## config.mk

```make
export PLATFORM = sky130hd
export DESIGN_NAME = tgl_queue
export DESIGN_NICKNAME = d
export VERILOG_FILES = /design/src/rtl/core/tgl_pkg.sv /design/src/rtl/core/tgl_queue.sv
export SDC_FILE = /design/constraint.sdc
export NUM_CORES = 1
export LEC_CHECK = 0
export BUFFER_PORTS_ARGS = -buffer_cell sky130_fd_sc_hd__buf_2
export CAP_MARGIN = 0
export CORE_MARGIN = 2
export CORE_UTILIZATION = 45
export CTS_BUF_LIST = sky130_fd_sc_hd__clkbuf_16
export CTS_CLUSTER_DIAMETER = 50
export CTS_CLUSTER_SIZE = 8
export DETAILED_ROUTE_END_ITERATION = 12
export GPL_TIMING_DRIVEN = 0
export HOLD_SLACK_MARGIN = 0.02
export PLACE_DENSITY_LB_ADDON = 0.2
export SYNTH_ARGS = -nofsm -noshare
export SYNTH_HDL_FRONTEND = slang
export SYNTH_SLANG_ARGS = --single-unit
```

## constraint.sdc

```tcl
create_clock -name clk -period 11.1 [get_ports clk]
set_input_delay 1.11 -clock clk [delete_from_list [all_inputs] [get_ports clk]]
set_output_delay 1.11 -clock clk [all_outputs]
set_load 0.005 [all_outputs]
```

## src/rtl/core/tgl_pkg.sv

```systemverilog
// shared types, codes and saturation helpers for the text glyph layout block
package tgl_pkg;

  localparam logic [1:0] REQ_LOAD  = 2'd0;
  localparam logic [1:0] REQ_START = 2'd1;
  localparam logic [1:0] REQ_CHAR  = 2'd2;
  localparam logic [1:0] REQ_END   = 2'd3;

  localparam logic RK_QUAD   = 1'b0;
  localparam logic RK_EXTENT = 1'b1;

  localparam int CFG_AW = 1;
  localparam logic [CFG_AW-1:0] CFG_BASELINE = 1'b0;
  localparam logic [CFG_AW-1:0] CFG_LINE_ADV = 1'b1;
  localparam logic [15:0] BASELINE_RST = 16'd384;
  localparam logic [15:0] LINE_ADV_RST = 16'd448;

  localparam logic [7:0] FIRST_CODE   = 8'd32;
  localparam logic [7:0] NEWLINE_CODE = 8'd10;
  localparam int GLYPH_COUNT_DEF = 95;
  localparam int QDEPTH = 2;

  localparam logic [19:0] S20_MAX = 20'h7FFFF;
  localparam logic [19:0] S20_MIN = 20'h80000;
  localparam logic [19:0] U20_MAX = 20'hFFFFF;

  typedef enum logic [1:0] {
    OP_START   = 2'd0,
    OP_NEWLINE = 2'd1,
    OP_GLYPH   = 2'd2,
    OP_END     = 2'd3
  } op_t;

  typedef struct packed {
    logic [15:0] left;
    logic [15:0] top;
    logic [15:0] right;
    logic [15:0] bottom;
    logic [15:0] u0;
    logic [15:0] v0;
    logic [15:0] u1;
    logic [15:0] v1;
    logic [15:0] adv;
  } glyph_t;

  typedef struct packed {
    op_t         op;
    logic [19:0] x;
    logic [19:0] y;
    logic [31:0] color;
    glyph_t      glyph;
  } qent_t;

  typedef struct packed {
    logic [15:0] baseline_offset;
    logic [15:0] line_advance;
  } cfg_t;

  typedef struct packed {
    logic        kind;
    logic [19:0] quad_x;
    logic [19:0] quad_y;
    logic [15:0] quad_w;
    logic [15:0] quad_h;
    logic [15:0] uv_left;
    logic [15:0] uv_top;
    logic [15:0] uv_right;
    logic [15:0] uv_bottom;
    logic [31:0] color;
    logic [19:0] extent_w;
    logic [19:0] extent_h;
  } res_t;

  // signed 22-bit sum down to signed 20 bits
  function automatic logic [19:0] sat_s20(input logic [21:0] v);
    logic [19:0] r;
    if ((v[21:19] == 3'b000) || (v[21:19] == 3'b111)) r = v[19:0];
    else if (v[21]) r = S20_MIN;
    else r = S20_MAX;
    return r;
  endfunction

  // signed 20 bits down to signed 16 bits
  function automatic logic [15:0] sat_s16(input logic [19:0] v);
    logic [15:0] r;
    if ((v[19:15] == 5'b00000) || (v[19:15] == 5'b11111)) r = v[15:0];
    else if (v[19]) r = 16'h8000;
    else r = 16'h7FFF;
    return r;
  endfunction

endpackage

```

## src/rtl/core/tgl_queue.sv

```systemverilog
// short queue of classified requests between front and back
module tgl_queue (
  input  logic           clk,
  input  logic           rst,
  input  logic           push,
  input  tgl_pkg::qent_t push_data,
  output logic           push_ready,
  input  logic           pop,
  output logic           head_valid,
  output tgl_pkg::qent_t head
);

  import tgl_pkg::*;

  localparam int QAW = (QDEPTH > 1) ? $clog2(QDEPTH) : 1;

  qent_t            entries [QDEPTH];
  logic [QAW-1:0]   wr_ptr;
  logic [QAW-1:0]   rd_ptr;
  logic [QAW:0]     count;

  assign push_ready = (count != (QAW + 1)'(QDEPTH));
  assign head_valid = (count != '0);
  assign head       = entries[rd_ptr];

  always_ff @(posedge clk) begin
    if (rst) begin
      wr_ptr <= '0;
      rd_ptr <= '0;
      count  <= '0;
    end else begin
      if (push) begin
        wr_ptr <= (wr_ptr == QAW'(QDEPTH - 1)) ? '0 : wr_ptr + 1'b1;
      end
      if (pop) begin
        rd_ptr <= (rd_ptr == QAW'(QDEPTH - 1)) ? '0 : rd_ptr + 1'b1;
      end
      if (push && !pop) begin
        count <= count + 1'b1;
      end else if (pop && !push) begin
        count <= count - 1'b1;
      end
    end
    if (push) begin
      entries[wr_ptr] <= push_data;
    end
  end

endmodule

```

==> flow_metrics.py <==
metrics = {
    "yosys": {
        "ys_seq_area_share_pct": 80.6,
        "synthTopCellsByArea": "edfxtp_1, mux2_4, mux2_2, buf_8, dfxtp_1",
        "ys_types": 20,
        "ys_warn_count": 0,
        "yosys.area.top_type": "edfxtp_1",
        "syn_area_um2": 16400,
        "synth.top_cell.area_share_pct": 80.0,
        "avgSynthCellArea_um2": 23.4,
        "syn_inst": 700,
        "syn_nets": 923,
        "ys_seq_elements": 441,
    },
    "route": {
        "route.met2.wl_um": 17400,
        "wl_met1_um": 12400,
        "post_drt_wl_per_cell_um": 19.9,
        "drtIter0Drc": 312,
        "drcViolationCount": 0,
        "ant_nets": 0,
        "highest_layer": "met5",
        "wl_met3_um": 3250,
        "wl_um": 33900,
        "avgViaCountPerCell": 4.91,
        "vias": 8347,
        "dr.pass1.iters": 4,
    },
    "setup_path": {
        "r2r_slack_ns": 8.95,
        "r2r-end": "entries[1][115]",
        "crit_top_cell": "buf_6",
        "worstPathRequired_ns": 9.99,
        "start_kind": "flop",
        "critPathKind": "reg -> out",
        "path_max_fanout": 10,
        "crit_slowest_cell": "dfxtp_1",
        "cp.arrival_ns": 2.02,
        "cp-end-kind": "primary output",
        "rr_startpoint": "wr_ptr",
        "rr_worst_depth": 3,
        "cpPeakStageDelay_ns": 0.34,
        "worstPathCellList": "buf_6 -> buf_6 -> buf_8 -> mux2_4 -> buf_2",
        "crit_end": "head[122]",
    },
    "power_and_ir_drop": {
        "clkPwrFrac_pct": 39.4,
        "power_switching_mw": 0.823,
        "p_int_mw": 3.13,
        "combPwrFrac_pct": 10.7,
        "seqPwrFrac_pct": 49.9,
        "power_density_nw_per_um2": 188,
        "irDropWorstVdd_v": 0.000157,
        "switching_share_pct": 20.8,
        "p_leak_nw": 8.20,
    },
    "cells_and_area": {
        "syn_to_final_growth_pct": 28.5,
        "final_cells": 1700,
        "final_cell_mix": "buf_2, edfxtp_1, mux2_2",
        "drive_gt1_share_pct": 61.8,
        "final_common_cell": "buf_2",
        "utilization_pct": 59.0,
        "finalNetCount": 1438,
    },
    "sta": {
        "drv_slew": 0,
        "rsz0062_at_grt": "false",
        "max_freq_mhz": 320,
        "slew_headroom_pct": 49.0,
        "finalHoldViolations": 0,
        "period_needed_ns": 3.13,
        "setup_tns_ns": 0,
        "finalSetupViolations": 0,
        "period_share_pct": 28.2,
        "tightest_slew_ns": 0.763,
        "clock_skew_ns": 0.00970,
    },
    "clock_network": {
        "clock-sinks": 441,
        "clk_latency_ns": 0.57,
        "htree_levels": 2,
        "cts_hold_buf": 0,
        "cts_root_buf": "clkbuf_16",
        "cts_resized": 0,
        "clk_pin_slew_ns": 0.05,
        "cts_tree": "yes",
        "clk_path_buf_depth": 3,
        "cts_made_buffers": 61,
        "cts_setup_buffers": 0,
    },
    "min_path": {
        "hold_path_class": "reg -> reg",
    },
    "floorplan": {
        "start_util_pct": 45.9,
        "die_y_um": 195,
        "die_x_um": 195,
        "rows": 69,
        "ios": 442,
        "die_area_um2": 37900,
        "core_area_um2": 35700,
    },
    "flow_run": {
        "cap_viol_max_count": 0,
    },
    "placement": {
        "place_inst": 1613,
        "routabilityCongestion": 0.740,
        "hpwl_um": 23700,
        "numPortBuffers": 441,
    },
    "outcome": {
        "outcome": "completed",
    },
    "global_route": {
        "grt_antenna_before_repair": 14,
        "grt_pass1_vias": 8816,
        "grt_usage_pct": 17.8,
        "grt_max_degree": 64,
        "grt_pass1_wl_um": 50700,
        "grt-ovfl-total": 0,
    },
}
[state kept, by name (all words and copies together) (netlist names), named ones only]
name	count
count	2
entries	436
rd_ptr	1
wr_ptr	1
[metal layers]
layer / vias up / GRT usage [%]
met1: 4122 / 19.6
li1: 3832 / -
met2: 324 / 30.3
met4: 6 / 7.07
met5: - / 0
met3: 63 / 7.65
[cells by family after synthesis]
| group | after synthesis | synth area share (%) |
|---|---|---|
| AOI/OAI and AO/OA | 2 | 0.0611 |
| xor gates and xnor gates | 4 | 0.214 |
| DFF | 441 | 80.6 |
| buffers and inverters | 25 | 1.48 |
| and+or+nand+nor | 9 | 0.283 |
| adders and majority gates | 1 | 0.0764 |
| muxes | 218 | 17.3 |
[critical path, delay by kind of cell (launching register included)]
family / cells / cell delay, ns
buffers and inverters: 4 / 0.76
DFF: 1 / 0.34
muxes: 1 / 0.31
[through the flow]
stage	instance area, um^2	power (mW)	hold WS (ns)	setup slack (ns)
after floorplan	16400	2.24	0.461	3.87
after global placement	19200	2.44	0.481	0.318
after detailed placement	19400	2.43	0.506	8.06
after CTS	21000	4.00	0.519	7.89
after global routing	21000	4.11	0.550	7.85
final	21000	3.95	0.511	7.97
[power groups by stage]
stage                     sequential (mW)  clock, mW  combinational, mW
after floorplan                      2.02          0              0.224
after global placement               2.03          0              0.410
after detailed placement             2.00          0              0.432
after CTS                            1.97       1.60              0.434
after global routing                 1.98       1.67              0.459
final                                1.97       1.56              0.424
[synth_stat cells (all sizes together)]
cell,number
buf,24
nor2,4
o21ai,1
or3,1
dfxtp,5
mux2,218
or2,1
ha,1
xnor2,2
a21oi,1
and2,1
nand2b,1
xor2,2
inv,1
edfxtp,436
nor2b,1
[worst min-delay path by stage]
stage | slack [ns] | end | cells past startpoint | startpoint
finish | 0.51 | flop | 2 | rd_ptr
floorplan | 0.46 | count[1] | 2 | count[1]
detailed placement | 0.51 | flop | 2 | rd_ptr
global route | 0.55 | count[1] | 2 | count[1]
global placement | 0.48 | count[1] | 2 | count[1]
CTS | 0.52 | flop | 2 | rd_ptr
[cell type report]
| cell class | instances | area, um^2 |
|---|---|---|
| Antenna cell | 11 | 27.5 |
| Inverter | 1 | 3.75 |
| Clock buffer | 61 | 1530 |
| Fill cell | 2741 | 14600 |
| Buffer | 24 | 238 |
| Clock inverter | 15 | 61.3 |
| Sequential cell | 441 | 13200 |
| Multi-Input combinational cell | 234 | 2940 |
| Timing Repair Buffer | 452 | 2460 |
| Tap cell | 461 | 577 |
No activity file was read; power rests on OpenSTA's default activity.
