==> src/rtl/core/tgl_pkg.sv <==
// shared types, codes and saturation helpers for the text glyph layout block
package tgl_pkg;

  localparam logic [1:0] REQ_LOAD  = 2'd0;
  localparam logic [1:0] REQ_START = 2'd1;
  localparam logic [1:0] REQ_CHAR  = 2'd2;
  localparam logic [1:0] REQ_END   = 2'd3;

  localparam logic RK_QUAD   = 1'b0;
  localparam logic RK_EXTENT = 1'b1;

  localparam int CFG_AW = 1;
  localparam logic [CFG_AW-1:0] CFG_BASELINE = 1'b0;
  localparam logic [CFG_AW-1:0] CFG_LINE_ADV = 1'b1;
  localparam logic [15:0] BASELINE_RST = 16'd384;
  localparam logic [15:0] LINE_ADV_RST = 16'd448;

  localparam logic [7:0] FIRST_CODE   = 8'd32;
  localparam logic [7:0] NEWLINE_CODE = 8'd10;
  localparam int GLYPH_COUNT_DEF = 95;
  localparam int QDEPTH = 2;

  localparam logic [19:0] S20_MAX = 20'h7FFFF;
  localparam logic [19:0] S20_MIN = 20'h80000;
  localparam logic [19:0] U20_MAX = 20'hFFFFF;

  typedef enum logic [1:0] {
    OP_START   = 2'd0,
    OP_NEWLINE = 2'd1,
    OP_GLYPH   = 2'd2,
    OP_END     = 2'd3
  } op_t;

  typedef struct packed {
    logic [15:0] left;
    logic [15:0] top;
    logic [15:0] right;
    logic [15:0] bottom;
    logic [15:0] u0;
    logic [15:0] v0;
    logic [15:0] u1;
    logic [15:0] v1;
    logic [15:0] adv;
  } glyph_t;

  typedef struct packed {
    op_t         op;
    logic [19:0] x;
    logic [19:0] y;
    logic [31:0] color;
    glyph_t      glyph;
  } qent_t;

  typedef struct packed {
    logic [15:0] baseline_offset;
    logic [15:0] line_advance;
  } cfg_t;

  typedef struct packed {
    logic        kind;
    logic [19:0] quad_x;
    logic [19:0] quad_y;
    logic [15:0] quad_w;
    logic [15:0] quad_h;
    logic [15:0] uv_left;
    logic [15:0] uv_top;
    logic [15:0] uv_right;
    logic [15:0] uv_bottom;
    logic [31:0] color;
    logic [19:0] extent_w;
    logic [19:0] extent_h;
  } res_t;

  // signed 22-bit sum down to signed 20 bits
  function automatic logic [19:0] sat_s20(input logic [21:0] v);
    logic [19:0] r;
    if ((v[21:19] == 3'b000) || (v[21:19] == 3'b111)) r = v[19:0];
    else if (v[21]) r = S20_MIN;
    else r = S20_MAX;
    return r;
  endfunction

  // signed 20 bits down to signed 16 bits
  function automatic logic [15:0] sat_s16(input logic [19:0] v);
    logic [15:0] r;
    if ((v[19:15] == 5'b00000) || (v[19:15] == 5'b11111)) r = v[15:0];
    else if (v[19]) r = 16'h8000;
    else r = 16'h7FFF;
    return r;
  endfunction

endpackage

==> src/rtl/core/tgl_back.sv <==
// back end: pen and measurement state, quad and extent results, output register
module tgl_back (
  input  logic           clk,
  input  logic           rst,
  input  tgl_pkg::cfg_t  cfg,
  input  logic           q_valid,
  input  tgl_pkg::qent_t q_head,
  output logic           q_pop,
  output logic           out_valid,
  input  logic           out_ready,
  output tgl_pkg::res_t  res
);

  import tgl_pkg::*;

  logic [19:0] line_origin_x;
  logic [19:0] pen_x;
  logic [19:0] pen_y;
  logic [19:0] cur_line_width;
  logic [19:0] widest_line;
  logic [19:0] text_height;
  logic [31:0] draw_color;

  logic [19:0] line_origin_x_next;
  logic [19:0] pen_x_next;
  logic [19:0] pen_y_next;
  logic [19:0] cur_line_width_next;
  logic [19:0] widest_line_next;
  logic [19:0] text_height_next;
  logic [31:0] draw_color_next;

  res_t        res_next;
  logic        produce;
  glyph_t      g;
  logic [16:0] gw;
  logic [16:0] gh;
  logic        nonempty;
  logic [20:0] cur_sum;
  logic [20:0] height_sum;
  logic [19:0] widest_max;

  assign g        = q_head.glyph;
  assign gw       = {g.right[15], g.right} - {g.left[15], g.left};
  assign gh       = {g.bottom[15], g.bottom} - {g.top[15], g.top};
  assign nonempty = !gw[16] && (gw != '0) && !gh[16] && (gh != '0);
  assign cur_sum    = {1'b0, cur_line_width} + {5'b0, g.adv};
  assign height_sum = {1'b0, text_height} + {5'b0, cfg.line_advance};
  assign widest_max = (cur_line_width > widest_line) ? cur_line_width : widest_line;

  always_comb begin
    line_origin_x_next  = line_origin_x;
    pen_x_next          = pen_x;
    pen_y_next          = pen_y;
    cur_line_width_next = cur_line_width;
    widest_line_next    = widest_line;
    text_height_next    = text_height;
    draw_color_next     = draw_color;
    res_next            = '0;
    produce             = 1'b0;
    case (q_head.op)
      OP_START: begin
        line_origin_x_next  = q_head.x;
        pen_x_next          = q_head.x;
        pen_y_next          = sat_s20({{2{q_head.y[19]}}, q_head.y}
                                      + {6'b0, cfg.baseline_offset});
        draw_color_next     = q_head.color;
        cur_line_width_next = '0;
        widest_line_next    = '0;
        text_height_next    = {4'b0, cfg.line_advance};
      end
      OP_NEWLINE: begin
        widest_line_next    = widest_max;
        cur_line_width_next = '0;
        pen_x_next          = line_origin_x;
        pen_y_next          = sat_s20({{2{pen_y[19]}}, pen_y} + {6'b0, cfg.line_advance});
        text_height_next    = height_sum[20] ? U20_MAX : height_sum[19:0];
      end
      OP_GLYPH: begin
        produce             = nonempty;
        res_next.kind       = RK_QUAD;
        res_next.quad_x     = sat_s20({{2{pen_x[19]}}, pen_x} + {{6{g.left[15]}}, g.left});
        res_next.quad_y     = sat_s20({{2{pen_y[19]}}, pen_y} + {{6{g.top[15]}}, g.top});
        res_next.quad_w     = gw[15:0];
        res_next.quad_h     = gh[15:0];
        res_next.uv_left    = g.u0;
        res_next.uv_top     = g.v0;
        res_next.uv_right   = g.u1;
        res_next.uv_bottom  = g.v1;
        res_next.color      = draw_color;
        pen_x_next          = sat_s20({{2{pen_x[19]}}, pen_x} + {6'b0, g.adv});
        cur_line_width_next = cur_sum[20] ? U20_MAX : cur_sum[19:0];
      end
      OP_END: begin
        produce           = 1'b1;
        res_next.kind     = RK_EXTENT;
        res_next.extent_w = widest_max;
        res_next.extent_h = text_height;
      end
      default: begin
        produce = 1'b0;
      end
    endcase
  end

  assign q_pop = q_valid && (!produce || !out_valid || out_ready);

  always_ff @(posedge clk) begin
    if (rst) begin
      line_origin_x  <= '0;
      pen_x          <= '0;
      pen_y          <= '0;
      cur_line_width <= '0;
      widest_line    <= '0;
      text_height    <= '0;
      draw_color     <= '0;
      out_valid      <= 1'b0;
    end else begin
      if (q_pop) begin
        line_origin_x  <= line_origin_x_next;
        pen_x          <= pen_x_next;
        pen_y          <= pen_y_next;
        cur_line_width <= cur_line_width_next;
        widest_line    <= widest_line_next;
        text_height    <= text_height_next;
        draw_color     <= draw_color_next;
      end
      if (q_pop && produce) begin
        out_valid <= 1'b1;
      end else if (out_ready) begin
        out_valid <= 1'b0;
      end
    end
    if (q_pop && produce) begin
      res <= res_next;
    end
  end

endmodule

==> config.mk <==
export PLATFORM = sky130hd
export DESIGN_NAME = tgl_back
export DESIGN_NICKNAME = d
export VERILOG_FILES = /design/src/rtl/core/tgl_pkg.sv /design/src/rtl/core/tgl_back.sv
export SDC_FILE = /design/constraint.sdc
export NUM_CORES = 1
export LEC_CHECK = 0
export ABC_AREA = 1
export BUFFER_PORTS_ARGS = -buffer_cell sky130_fd_sc_hd__buf_2
export CORE_MARGIN = 2
export CORE_UTILIZATION = 40
export CTS_CLUSTER_DIAMETER = 60
export DETAILED_ROUTE_END_ITERATION = 7
export PLACE_DENSITY_LB_ADDON = 0.08
export SLEW_MARGIN = 20
export SYNTH_ARGS = -nofsm -noshare
export SYNTH_HDL_FRONTEND = slang
export SYNTH_SLANG_ARGS = --single-unit
export TNS_END_PERCENT = 100
==> constraint.sdc <==
create_clock -name clk -period 12.1 [get_ports clk]
set_input_delay 1.21 -clock clk [delete_from_list [all_inputs] [get_ports clk]]
set_output_delay 1.21 -clock clk [all_outputs]
set_load 0.05 [all_outputs]
==> impl_metrics.env <==
export IMPL_outcome="completed"
export IMPL_drcViolationCount=0
export IMPL_synth_xor_area_share_pct=3.91
export IMPL_grt_pass1_vias=21339
export IMPL_grt_ovfl_total=0
export IMPL_syn_inst=3392
export IMPL_die_area_um2=62900
export IMPL_slew_headroom_pct=29.6
export IMPL_seq_area_frac_synth_pct=38.3
export IMPL_postCtsHoldBufs=0
export IMPL_clockRootBuffer="clkbuf_16"
export IMPL_dpl_hpwl_um=57200
export IMPL_hold_class="flip-flop to flip-flop"
export IMPL_postCtsSetupRepairBufs=0
export IMPL_required_ps=10890
export IMPL_min_period_ps=4990
export IMPL_nFillCells=6203
export IMPL_firstDrtPassIters=7
export IMPL_drive_gt1_share_pct=15.3
export IMPL_synthAdderAreaFrac_pct=9.78
export IMPL_fin_skew_ps=27.1
export IMPL_synth_flop_cell="edfxtp_1"
export IMPL_rows=90
export IMPL_antenna_found_initial=18
export IMPL_cts_made_buffers=48
export IMPL_grt_max_degree=91
export IMPL_power_density_nw_per_um2=132
export IMPL_vias_per_cell=4.87
export IMPL_cp_end_kind="output pin"
export IMPL_synth_area_mux_share_pct=0
export IMPL_cts_tree="yes"
export IMPL_core_area_um2=60200
export IMPL_gr_usage_all_layers_pct=23.5
export IMPL_worstPathMaxFanout=4
export IMPL_wire_per_inst_um=16.2
export IMPL_slew_violations=0
export IMPL_period_share_pct=41.3
export IMPL_nNetsFinal=4248
export IMPL_syn_area_um2=24400
export IMPL_cap_violations=0
export IMPL_synth_distinct_cells=48
export IMPL_post_cts_resize_count=0
export IMPL_synth_top_family_by_area="simple AND/OR/NAND/NOR gates"
export IMPL_clk_pin_slew_ps=50
export IMPL_stdcell_area_um2=29000
export IMPL_path_class="primary input to output pin"
export IMPL_portBuffers=464
export IMPL_syn_area_per_cell_um2=7.18
export IMPL_synth_compound_gate_area_share_pct=10.7
export IMPL_place_area_um2=27300
export IMPL_startpoint_type="primary input"
export IMPL_yosys_warnings=0
export IMPL_final_cell_mix="nand2_1, inv_1, buf_2"
export IMPL_wl_um=75000
export IMPL_dp_worst_setup_slack_ps=6580
export IMPL_clkSinkCount=362
export IMPL_setup_viol=0
export IMPL_async_reset_ff_share_pct=0
export IMPL_die_width_um=251
export IMPL_arrival_ps=3780
export IMPL_fp_dieH_um=251
export IMPL_place_gp_congestion=0.911
export IMPL_synth_seq_cells=362
export IMPL_postRouteAntennaNets=0
export IMPL_hold_viol_final=0
export IMPL_initial_utilization_pct=40.4
export IMPL_synth_nets=3831
export IMPL_cts_htree_levels=2
export IMPL_clk_latency_ps=610
export IMPL_mostFrequentLayoutCell="nand2_1"
export IMPL_drt_initial_drc_count=1299
export IMPL_clk_path_buf_depth=3
export IMPL_p_leak_nw=15.3
export IMPL_num_vias=22579
export IMPL_rsz0062_at_grt="no"
export IMPL_grt_pass1_wl_um=117000
export IMPL_tightest_slew_ps=1060
export IMPL_synthSimpleGateAreaFrac_pct=27.0
export IMPL_fin_ws_ps=7110
export IMPL_io_pins=465
export IMPL_synth_edf_count=209
export IMPL_areaGrowthSynthToFinish_pct=18.8
export IMPL_ir_drop_uv=99.5
export IMPL_fmax_ghz=0.200
export IMPL_fin_setup_tns_ps=0
==> per-layer routing <==
metal	wire length, um	part of all wire, %	track usage, %	vias to the layer above
met5	140	0.19	0	-
met4	1720	2.3	6.14	24
met3	4540	6.0	4.96	108
met2	34900	47	39.4	500
met1	33700	45	30.6	10162
li1	-	-	-	11785
==> state kept, by name (all words and copies together), names as in the netlist <==
name,flops
out_valid,1
text_height,20
cur_line_width,20
pen_x,20
pen_y,20
draw_color,32
res,209
line_origin_x,20
widest_line,20
==> path summary, 6_finish.rpt <==
| check | start | to | slack, ps | cells after the start |
|---|---|---|---|---|
| max | q_head[80] | q_pop | 7110 | 20 |
| min | widest_line[1] | widest_line[1] | 480 | 2 |
| max reg2reg | text_height[0] | text_height[12] | 8600 | 14 |
| min reg2reg | widest_line[1] | widest_line[1] | 480 | 2 |
==> power breakdown <==
group / total, mW / switching [mW] / internal [mW]
Combinational: 0.935 / 0.628 / 0.307
Sequential: 1.41 / 0.0399 / 1.37
Clock: 1.46 / 0.590 / 0.872
Total: 3.81 / 1.26 / 2.55
==> worst max-delay path, stage by stage <==
cell and delay, ps:
buf_2 70, inv_1 30, ha_1 210, fa_1 390, inv_1 120, nand2_1 60, nand2_1 80, nand3_1 80
nand2_1 100, nand2_1 60, nand2_1 70, nand3_1 80, nor2_1 120, nand3_1 90, nor2_1 120, nor2_1 50
nand2_1 90, nand2_2 100, a21boi_0 240, buf_2 390
==> cell type report <==
type                    count  area [um^2]  share of cell area (%)
diodes                      7         17.5                  0.0605
repair buffers            476         2410                    8.33
clock buffers              58         1280                    4.42
inverters                 539         2030                    7.02
flip-flops and latches    362         9340                    32.3
well taps                 782          978                    3.38
multi-input cells        2382        12500                    43.3
clock inverters            31          354                    1.22
==> cells in the mapped netlist (2+ instances only) <==
master	count	area (um^2)
a211oi_1	3	22.5
a21boi_0	12	90.1
a21o_1	13	97.6
a21oi_1	251	1260
a21oi_2	3	26.3
a221oi_1	2	17.5
a22oi_1	7	52.6
a31oi_1	8	50.1
and2_1	4	25.0
buf_1	14	52.6
buf_2	32	160
buf_6	3	33.8
clkbuf_1	59	221
clkinv_1	2	7.51
dfxtp_1	153	3060
edfxtp_1	209	6280
fa_1	9	180
ha_1	176	2200
inv_1	535	2010
inv_2	2	7.51
nand2_1	952	3570
nand2_2	2	12.5
nand3_1	134	671
nand3_2	2	20.0
nand3_4	2	35.0
nand3b_1	3	22.5
nand4_1	88	551
nor2_1	390	1460
nor3_1	11	55.1
nor4_1	5	31.3
o211ai_1	9	67.6
o21a_1	5	37.5
o21ai_0	134	671
o21ai_1	4	20.0
o21ai_2	2	17.5
o21bai_1	13	97.6
o221ai_1	2	17.5
o22ai_1	5	31.3
o31ai_1	4	30.0
or2_2	15	93.8
xnor2_1	50	438
xor2_1	57	499
==> stage by stage <==
stage / power [mW] / hold slack (ps) / cells / utilization [%]
floorplan: 2.12 / 453 / 3392 / -
global placement: 2.37 / 468 / 4541 / 45.3
detailed placement: 2.37 / 470 / 4541 / 45.3
CTS: 3.85 / 479 / 4630 / 48.0
global route: 4.02 / 501 / 4632 / 48.0
finish: 3.81 / 479 / 4637 / 48.1
==> kinds of logic after synthesis <==
| group | Yosys count |
|---|---|
| adders and majority gates | 185 |
| AOI/OAI and AO/OA | 478 |
| buffers and inverters | 648 |
| and+or+nand+nor | 1611 |
| xor gates and xnor gates | 108 |
| DFF | 362 |
No activity file was read; power rests on OpenSTA's default activity.
